**src/rtl/assert_macros.svh**
```systemverilog
// ----------------------------------------------------------------------------
// assert_macros.svh
// Short forms for the concurrent assertions used in the RTL.
// ----------------------------------------------------------------------------
`ifndef ASSERT_MACROS_SVH
`define ASSERT_MACROS_SVH

// Checks that a condition holds at every clock edge outside reset.
`define ASSERT_ALWAYS(label, clk, rst, cond, msg) \
  label: assert property (@(posedge clk) disable iff (rst) (cond)) else $error(msg);

// Checks that a consequent holds whenever an antecedent holds.
`define ASSERT_IMPLY(label, clk, rst, ante, cons, msg) \
  label: assert property (@(posedge clk) disable iff (rst) (ante) |-> (cons)) \
    else $error(msg);

`endif

```
**src/rtl/ksta_pkg.sv**
```systemverilog
// ----------------------------------------------------------------------------
// ksta_pkg
// Types and constants of the keyed slot table allocator.
// ----------------------------------------------------------------------------
package ksta_pkg;

  localparam int SLOTS_DEF = 64;
  localparam int OP_W      = 2;
  localparam int KEY_W     = 16;
  localparam int IDX_W     = 6;
  localparam int STATUS_W  = 3;

  typedef enum logic [OP_W-1:0] {
    OP_LOOKUP  = 2'd0,
    OP_CREATE  = 2'd1,
    OP_RELEASE = 2'd2,
    OP_CLEAR   = 2'd3
  } op_t;

  typedef enum logic [STATUS_W-1:0] {
    ST_FOUND    = 3'd0,
    ST_CREATED  = 3'd1,
    ST_MISS     = 3'd2,
    ST_FULL     = 3'd3,
    ST_RELEASED = 3'd4,
    ST_IGNORED  = 3'd5,
    ST_CLEARED  = 3'd6
  } status_t;

  typedef enum logic [2:0] {
    S_IDLE,
    S_SCAN,
    S_NOHIT,
    S_POP,
    S_REL_CHK
  } state_t;

endpackage

```
**src/rtl/keyed_slot_table_allocator.sv**
```systemverilog
// ----------------------------------------------------------------------------
// keyed_slot_table_allocator
// Table of keyed slots with lookup, lookup-or-create, release and release-all.
// ----------------------------------------------------------------------------
// A command is taken when start is high and busy is low. Its result appears
// on status and slot_found, flagged by done for exactly one cycle, in the
// cycle in which busy falls (in the cycle after the transfer for commands that
// never raise busy); the receiver cannot stall it. Lookups walk the key
// memory through its single read port, one slot per cycle, over the N slots
// handed out since the last release-all: a hit ends the scan at once, a miss
// goes on to a no-hit step, and a create from the free stack adds a pop step
// after that. A release of one of those N slots keeps busy high for a single
// check step, whether or not the slot is still in use; a release-all and a
// release of any other slot do not raise busy at all. The table needs no
// clearing pass after reset or release-all.
module keyed_slot_table_allocator #(
  parameter int SLOTS = ksta_pkg::SLOTS_DEF
) (
  input  logic                          clk,
  input  logic                          rst,
  input  logic                          start,
  output logic                          busy,
  input  logic [ksta_pkg::OP_W-1:0]     operation,
  input  logic [ksta_pkg::KEY_W-1:0]    loco_id,
  input  logic [ksta_pkg::IDX_W-1:0]    slot_index,
  output logic                          done,
  output logic [ksta_pkg::STATUS_W-1:0] status,
  output logic [ksta_pkg::IDX_W-1:0]    slot_found
);
  import ksta_pkg::*;

  `include "assert_macros.svh"

  localparam int IW = (SLOTS > 1) ? $clog2(SLOTS) : 1;
  localparam int CW = $clog2(SLOTS + 1);

  // Key memory entry: in-use flag above the key.
  logic [KEY_W:0]  kmem [SLOTS];
  logic [IW-1:0]   stk  [SLOTS];

  state_t          state, state_next;
  op_t             op_q, op_next;
  logic [KEY_W-1:0] key_q, key_next;
  logic [IDX_W-1:0] idx_q, idx_next;
  logic [IW-1:0]   cmp_idx, cmp_idx_next;
  logic [CW-1:0]   free_depth, free_depth_next;
  logic [CW-1:0]   ever_used, ever_used_next;
  logic            done_next;
  status_t         status_q, status_next;
  logic [IW-1:0]   slot_q, slot_next;

  logic            kmem_we;
  logic [IW-1:0]   kmem_waddr, kmem_raddr;
  logic [KEY_W:0]  kmem_wdata, kmem_rdata;
  logic            stk_we;
  logic [IW-1:0]   stk_waddr, stk_raddr, stk_wdata, stk_rdata;
  logic            hit;
  logic            idx_ok;

  always_ff @(posedge clk) begin
    if (kmem_we) begin
      kmem[kmem_waddr] <= kmem_wdata;
    end
    kmem_rdata <= kmem[kmem_raddr];
  end

  always_ff @(posedge clk) begin
    if (stk_we) begin
      stk[stk_waddr] <= stk_wdata;
    end
    stk_rdata <= stk[stk_raddr];
  end

  always_ff @(posedge clk) begin
    if (rst) begin
      state      <= S_IDLE;
      free_depth <= '0;
      ever_used  <= '0;
      done       <= 1'b0;
    end else begin
      state      <= state_next;
      free_depth <= free_depth_next;
      ever_used  <= ever_used_next;
      done       <= done_next;
    end
  end

  always_ff @(posedge clk) begin
    op_q     <= op_next;
    key_q    <= key_next;
    idx_q    <= idx_next;
    cmp_idx  <= cmp_idx_next;
    status_q <= status_next;
    slot_q   <= slot_next;
  end

  // The top of the free stack is always being read, so it is ready by the
  // time S_POP uses it.
  assign stk_raddr = IW'(free_depth - CW'(1));
  assign hit       = kmem_rdata[KEY_W] && (kmem_rdata[KEY_W-1:0] == key_q);
  // Only slots below the fill count have been written since the last release-all.
  assign idx_ok    = (32'(slot_index) < SLOTS) && (32'(slot_index) < 32'(ever_used));

  always_comb begin
    state_next      = state;
    op_next         = op_q;
    key_next        = key_q;
    idx_next        = idx_q;
    cmp_idx_next    = cmp_idx;
    free_depth_next = free_depth;
    ever_used_next  = ever_used;
    done_next       = 1'b0;
    status_next     = status_q;
    slot_next       = slot_q;
    kmem_we         = 1'b0;
    kmem_waddr      = '0;
    kmem_wdata      = '0;
    kmem_raddr      = '0;
    stk_we          = 1'b0;
    stk_waddr       = IW'(free_depth);
    stk_wdata       = IW'(idx_q);

    case (state)
      S_IDLE: begin
        if (start) begin
          op_next  = op_t'(operation);
          key_next = loco_id;
          idx_next = slot_index;
          case (op_t'(operation))
            OP_CLEAR: begin
              free_depth_next = '0;
              ever_used_next  = '0;
              done_next       = 1'b1;
              status_next     = ST_CLEARED;
              slot_next       = '0;
            end
            OP_RELEASE: begin
              if (idx_ok) begin
                kmem_raddr = IW'(slot_index);
                state_next = S_REL_CHK;
              end else begin
                done_next   = 1'b1;
                status_next = ST_IGNORED;
                slot_next   = '0;
              end
            end
            default: begin
              cmp_idx_next = '0;
              kmem_raddr   = '0;
              if (ever_used == '0) begin
                state_next = S_NOHIT;
              end else begin
                state_next = S_SCAN;
              end
            end
          endcase
        end
      end

      S_SCAN: begin
        // Compare the slot read last cycle while reading the next one.
        kmem_raddr = cmp_idx + IW'(1);
        if (hit) begin
          done_next   = 1'b1;
          status_next = ST_FOUND;
          slot_next   = cmp_idx;
          state_next  = S_IDLE;
        end else if (CW'(cmp_idx) + CW'(1) == ever_used) begin
          state_next = S_NOHIT;
        end else begin
          cmp_idx_next = cmp_idx + IW'(1);
        end
      end

      S_NOHIT: begin
        if (op_q == OP_LOOKUP) begin
          done_next   = 1'b1;
          status_next = ST_MISS;
          slot_next   = '0;
          state_next  = S_IDLE;
        end else if (free_depth != '0) begin
          state_next = S_POP;
        end else if (ever_used < CW'(SLOTS)) begin
          kmem_we        = 1'b1;
          kmem_waddr     = IW'(ever_used);
          kmem_wdata     = {1'b1, key_q};
          ever_used_next = ever_used + CW'(1);
          done_next      = 1'b1;
          status_next    = ST_CREATED;
          slot_next      = IW'(ever_used);
          state_next     = S_IDLE;
        end else begin
          done_next   = 1'b1;
          status_next = ST_FULL;
          slot_next   = '0;
          state_next  = S_IDLE;
        end
      end

      S_POP: begin
        kmem_we         = 1'b1;
        kmem_waddr      = stk_rdata;
        kmem_wdata      = {1'b1, key_q};
        free_depth_next = free_depth - CW'(1);
        done_next       = 1'b1;
        status_next     = ST_CREATED;
        slot_next       = stk_rdata;
        state_next      = S_IDLE;
      end

      S_REL_CHK: begin
        if (kmem_rdata[KEY_W] && (free_depth < CW'(SLOTS))) begin
          kmem_we         = 1'b1;
          kmem_waddr      = IW'(idx_q);
          kmem_wdata      = {1'b0, kmem_rdata[KEY_W-1:0]};
          stk_we          = 1'b1;
          free_depth_next = free_depth + CW'(1);
          status_next     = ST_RELEASED;
        end else begin
          status_next = ST_IGNORED;
        end
        done_next  = 1'b1;
        slot_next  = '0;
        state_next = S_IDLE;
      end

      default: begin
        state_next = S_IDLE;
      end
    endcase
  end

  assign busy       = (state != S_IDLE);
  assign status     = status_q;
  assign slot_found = IDX_W'(slot_q);

  `ASSERT_ALWAYS(a_fill_bound, clk, rst, ever_used <= CW'(SLOTS), "fill count beyond table size")
  `ASSERT_ALWAYS(a_free_bound, clk, rst, free_depth <= ever_used,
                 "free stack deeper than fill count")
  `ASSERT_IMPLY(a_scan_range, clk, rst, state == S_SCAN, CW'(cmp_idx) < ever_used,
                "scan past the filled slots")
  `ASSERT_IMPLY(a_pop_nonempty, clk, rst, state == S_POP, free_depth != '0,
                "pop from an empty free stack")
  `ASSERT_IMPLY(a_busy_done, clk, rst, busy && !$past(busy) && !$past(rst), !done,
                "result raised while a command is still running")

endmodule
```
**config.mk**
```make
export PLATFORM = sky130hd
export DESIGN_NAME = keyed_slot_table_allocator
export DESIGN_NICKNAME = d
export VERILOG_FILES = /design/src/rtl/ksta_pkg.sv /design/src/rtl/keyed_slot_table_allocator.sv
export VERILOG_INCLUDE_DIRS = /design/src /design/src/rtl
export SDC_FILE = /design/constraint.sdc
export NUM_CORES = 2
export LEC_CHECK = 0
export BUFFER_PORTS_ARGS = -buffer_cell sky130_fd_sc_hd__clkbuf_2
export CAP_MARGIN = 40
export CORE_MARGIN = 4
export CORE_UTILIZATION = 25
export DETAILED_ROUTE_END_ITERATION = 10
export GPL_TIMING_DRIVEN = 1
export PLACE_DENSITY = 0.42
export REMOVE_ABC_BUFFERS = 1
export SLEW_MARGIN = 40
export SYNTH_ARGS = -nofsm -noshare
export SYNTH_HDL_FRONTEND = slang
export SYNTH_SLANG_ARGS = --single-unit
export TNS_END_PERCENT = 30
```
**constraint.sdc**
```tcl
create_clock -name clk -period 6.6 [get_ports clk]
set_input_delay 1.32 -clock clk [delete_from_list [all_inputs] [get_ports clk]]
set_output_delay 1.32 -clock clk [all_outputs]
set_load 0.1 [all_outputs]
```
Word-level counts from Yosys, hierarchy flattened
Memories as Yosys holds them, arrays and structs flattened. A register that Yosys moved wholly into a read port is not among the register bits. Index checks and enable logic that the tools add are counted.

Bits in writable memories: 1472. Output and inout port bits: 11. Bits of input ports: 27. Register bits after elaboration: 57. Word-level logic and storage cells: 132. Memories: 2.

Reduce and logical (&&, ||, !) cells: 19. Magnitude comparators: 3. Muxes and demuxes: 69. Equality and inequality tests: 24. $add $sub $neg: 5.

Memories: kmem (depth 64, bits a word 17, rd ports 1, clocked after memory_dff 1, write ports 1, RTL line keyed_slot_table_allocator.sv:38) `logic [KEY_W:0] kmem [SLOTS];`; stk (depth 64, bits a word 6, rd ports 1, clocked after memory_dff 1, write ports 1, RTL line keyed_slot_table_allocator.sv:39) `logic [IW-1:0] stk [SLOTS];`.

Operators by type and width (number): 6-bit 2-to-1 mux (16); 17-bit 2-to-1 mux (3); 17-bit one-hot mux with 3 select lines (1); 7-bit 2-to-1 mux (6); 6-bit one-hot mux with 2 select lines (3); 6-bit one-hot mux with 5 select lines (1); 3-bit 2-to-1 mux (9); 7-bit one-hot mux with 3 select lines (1); 2-bit inequality test (second input constant) (10); 6-bit one-hot mux with 3 select lines (1); 16-bit equality test (1); 16-bit 2-to-1 mux (1); 1-bit 2-to-1 mux (15); 3-bit one-hot mux with 5 select lines (1); 7-bit by 1-bit adder with 7-bit output (second input constant) (2); 7-bit < comparator (second input constant) (2); 7-bit one-hot mux with 2 select lines (1); 3-bit inequality test (second input constant) (4); 3-bit one-hot mux with 2 select lines (2); 6-bit AND reduction (2); 3-bit one-hot mux with 3 select lines (1); 2-bit 2-to-1 mux (4); 4-bit AND reduction (2); 6-bit by 1-bit adder with 7-bit output (second input constant) (1); other kinds (24) (30).

Longest topological paths before layout
Depth in word-level cells: 7. Mapped depth: 16. Gate-level depth less buffers: 11.

Worst setup path after synthesis
OpenSTA, ideal clock, no wires.

Path kind: reg-to-reg. Start point: register state[2]. End point: memory kmem[0][10] (netlist bit), data pin. Arrival: 4.196 ns. Required time: 6.234 ns. Setup slack: 2.038 ns. Cell stages (with the launch flop): 10. Buffers on the path: 4. Cells stage by stage: dfxtp_1 > buf_2 > or2_2 > nor4_1 > and2_1 > buf_2 > or2_2 > buf_2 > buf_1 > a22o_1.

Word-level cells in the longest chain between the ends: 2.

Ends and longest elaborated chain: start: declaration (RTL line keyed_slot_table_allocator.sv:41) `state_t state, state_next;`; start signal: assignment (RTL line keyed_slot_table_allocator.sv:81) `state <= state_next;`; 3-bit equality test or 3-bit by 2-bit equality test with 1-bit output (tied branches) (RTL line keyed_slot_table_allocator.sv:123) `case (state)`; 17-bit one-hot mux with 3 select lines (*) (RTL line keyed_slot_table_allocator.sv:123); named net kmem_wdata[10] (RTL line keyed_slot_table_allocator.sv:54) `logic [KEY_W:0] kmem_wdata, kmem_rdata;`; end: declaration (RTL line keyed_slot_table_allocator.sv:38).

The timed path passes the listed nets; every way through them passes the cells marked *.

Worst setup path in the final report
Start point: input port slot_index[0] (netlist bit). End point: register kmem_rdata[4] (read register of kmem).

Word-level cells in the longest chain between the ends: 5.

Ends and longest elaborated chain: start: declaration (RTL line keyed_slot_table_allocator.sv:25) `input logic [ksta_pkg::IDX_W-1:0] slot_index,`; 6-bit by 7-bit < comparator with 1-bit output (RTL line keyed_slot_table_allocator.sv:102) `assign idx_ok = (32'(slot_index) < SLOTS) && (32'(slot_index) < 32'(ever_used));`; 6-bit 2-to-1 mux (*) (RTL line keyed_slot_table_allocator.sv:138) `if (idx_ok) begin`; 6-bit 2-to-1 mux (*) (RTL line keyed_slot_table_allocator.sv:129) `case (op_t'(operation))`; 6-bit 2-to-1 mux (*) (RTL line keyed_slot_table_allocator.sv:125) `if (start) begin`; 6-bit one-hot mux with 2 select lines (*) (RTL line keyed_slot_table_allocator.sv:123); end: declaration (RTL line keyed_slot_table_allocator.sv:54).

Every way passes the cells marked *; elsewhere a longest branch is shown, timed or not. A chain may end at the register's enable or synchronous reset.

==> results.yml <==
global_routing:
  grt_max_degree: 89
  grt_pass1_wl_um: 276000
  track_usage: 0.149
  gr-total-overflow: 0
  grt_pass1_vias: 35400
  antenna_found_initial: 10
die:
  start_util: 0.252
  rows: 181
  dieArea_sq_um: 254000
  pin_count: 38
  fp.dieH_um: 504
  chipWidth_um: 504
  core-area_sq_um: 244000
clock_network:
  root_buffer: "clkbuf_16"
  htree_levels: 4
  clk_latency_ns: 0.82
  cts_resized: 0
  cts-buffers-inserted: 170
  clock_path_buffers: 3
  path_clk_slew_ns: 0.06
  post_cts_buffers: 0
  cts_tree: "yes"
  cts.sinks: 1552
  cts_hold_repair.buffers: 0
finish:
  area_growth_pct: 17.8
  multi_input_area_sq_um: 14600
  regArea_sq_um: 46200
  fillCellCount: 24200
  drive_gt1_frac: 0.161
  fin_nets: 4252
  final_common_cell: "edfxtp_1"
  final_cell_area_sq_um: 72300
  mostFrequentLayoutCells: "1511 x edfxtp_1, 848 x nand2_1, 368 x nand3_1"
timing:
  max_freq_ghz: 0.191
  slew_headroom: 0.370
  setup_violations: 0
  finClkSkew_ns: 0.0508
  timing.hold.ws_ns: 0.595
  finalHoldViolations: 0
  rsz0062_at_grt: "no"
  slew_viol_final: 0
  setup_slack_ns: 1.36
  tightestPinTransition_ns: 0.936
  period_needed_ns: 5.24
  period_share: 0.794
critical_path:
  critical_path_class: "input port to flip-flop"
  crit_path_cell_trace: "clkbuf_2 > nand2b_1 > a211o_1 > a211oi_4 > buf_4 > a31o_4 > buf_12 > buf_4 > nand2_1 > a32oi_1 > a31oi_1 > a211oi_1 > a22o_1"
  cp-start-kind: "input port"
  crit_fanout: 80
  cp-end-kind: "flip-flop"
  slowest_delay_ns: 0.67
  critPathArrivalTime_ns: 6.00
  crit_required_ns: 7.36
  cpMaxStageDelayCell: "a211oi_1"
  cp_common_cell: "buf_4"
route:
  drc: 0
  ant_nets: 0
  via_per_inst: 4.78
  drtIter0Drc: 3317
  wl_per_cell_um: 25.7
  route.vias.total: 36200
  wirelength_um: 194000
  drt_first_pass_iters: 5
pwr:
  cellLeakagePower_nw: 23.1
  clockPowerShare: 0.379
  p_seq_frac: 0.469
  p_comb_frac: 0.152
  power_density_nw_per_um2: 352
  internal_power_mw: 18.3
  swShare: 0.281
  ir_drop_mv: 0.298
  switchingPower_mw: 7.16
  power_mw: 25.4
placement:
  place_hpwl_um: 119000
  portBuffers: 37
  dpl-instance-area_sq_um: 66700
  gp_congestion: 0.803
  pre_cts_ws_ns: 0.638
synthesis:
  syn_avg_cell_area_sq_um: 15.0
  yosysWarnings: 0
  synthTopCellsByArea: "edfxtp_1 74%, nand2_1 5.2%, mux4_2 4.6%"
  synth_cell_types: 62
  netlist_instances: 4084
  synth.largest_area_cell: "edfxtp_1"
  synth_seq_area_share: 0.752
  synth_edf_count: 1511
  ys.flop_type: "edfxtp_1"
  synthesis.area_sq_um: 61400
  ys_ff_latch: 1552
  synth_top_cell_area_share: 0.739
  async_reset_ff_frac: 0
flow_run:
  maxCapViolations: 0
outcome:
  status: "finished clean"
worst_hold_path:
  hp-class: "flip-flop to flip-flop"
per-layer routing:
metal / track usage / vias up / wire (um)
li1: - / 15900 / -
met1: 0.209 / 19000 / 88800
met2: 0.238 / 994 / 90900
met3: 0.0272 / 237 / 10300
met4: 0.0373 / 4 / 4390
met5: 0 / - / 27
power groups by stage:
stage | Sequential (mW) | Clock, mW | Combinational [mW]
detailed placement | 12.1 | 0 | 3.91
global placement | 12.1 | 0 | 3.85
CTS | 11.9 | 9.87 | 3.92
global route | 11.9 | 10.3 | 4.12
floorplan | 12.3 | 0 | 2.21
finish | 11.9 | 9.64 | 3.86
path summary, 6_finish.rpt:
path / from / to / slack [ns] / depth (start not counted)
setup reg to reg: ever_used[4] / kmem_rdata[4] / 1.37 / 14
hold / removal: free_depth[1] / free_depth[1] / 0.60 / 2
hold reg to reg: free_depth[1] / free_depth[1] / 0.60 / 2
setup / recovery: slot_index[0] / kmem_rdata[4] / 1.36 / 13
flip-flops by register name, summed over array words and instances, names as in the netlist, 7 cells and up:
register / count
stk: 384
kmem_rdata: 17
kmem: 1088
free_depth: 7
key_q: 16
ever_used: 7
critical path, delay by kind of cell:
kind	cells	cell delay, ns
buf+inv	4	1.30
simple gates	2	0.29
compound gates	7	2.95
metrics by stage:
stage,util,TNS [ns],cells
2_1_floorplan,-,-1762.94,3833
5_1_grt,0.297,0,7565
6_report,0.297,0,7568
4_1_cts,0.296,0,7564
3_5_place_dp,0.273,0,7244
3_3_place_gp,0.272,0,7235
cell families after synthesis:
| logic type | count (synthesis) | share of synthesized area |
|---|---|---|
| fa+ha+maj | 10 | 0.00204 |
| simple gates | 1545 | 0.107 |
| mux | 229 | 0.0630 |
| flops | 1552 | 0.752 |
| buf+inv | 272 | 0.0195 |
| xor+xnor | 37 | 0.00527 |
| compound gates | 439 | 0.0512 |
cell usage after synthesis (all sizes together) (5+ instances only):
cell and instances:
edfxtp 1511, nand2 849, nand3 368, nor2 197
buf 135, mux4 126, clkbuf 116, a21oi 106
mux2i 103, a31oi 73, nand4 55, dfxtp 41
a32oi 37, a221oi 34, xnor2 29, a211oi 23
nor3 22, o21ai 22, inv 21, a22o 20
a22oi 18, a311oi 16, a2111oi 12, nor4 11
or3 11, and2 10, ha 10, o22ai 10
a41oi 8, xor2 8, a221o 7, a21boi 6
a31o 6, a41o 6, nor2b 6, a211o 5
o211ai 5, o32ai 5
area by class of cell:
class                           count  share of cell area
Timing Repair Buffer              210              0.0252
Multi-Input combinational cell   2260               0.202
Antenna cell                        3            0.000104
Tap cell                         3202              0.0554
Clock buffer                      226              0.0634
Sequential cell                  1552               0.639
Inverter                           21             0.00109
Clock inverter                     94              0.0147
Power figures use the tool's default switching activity.
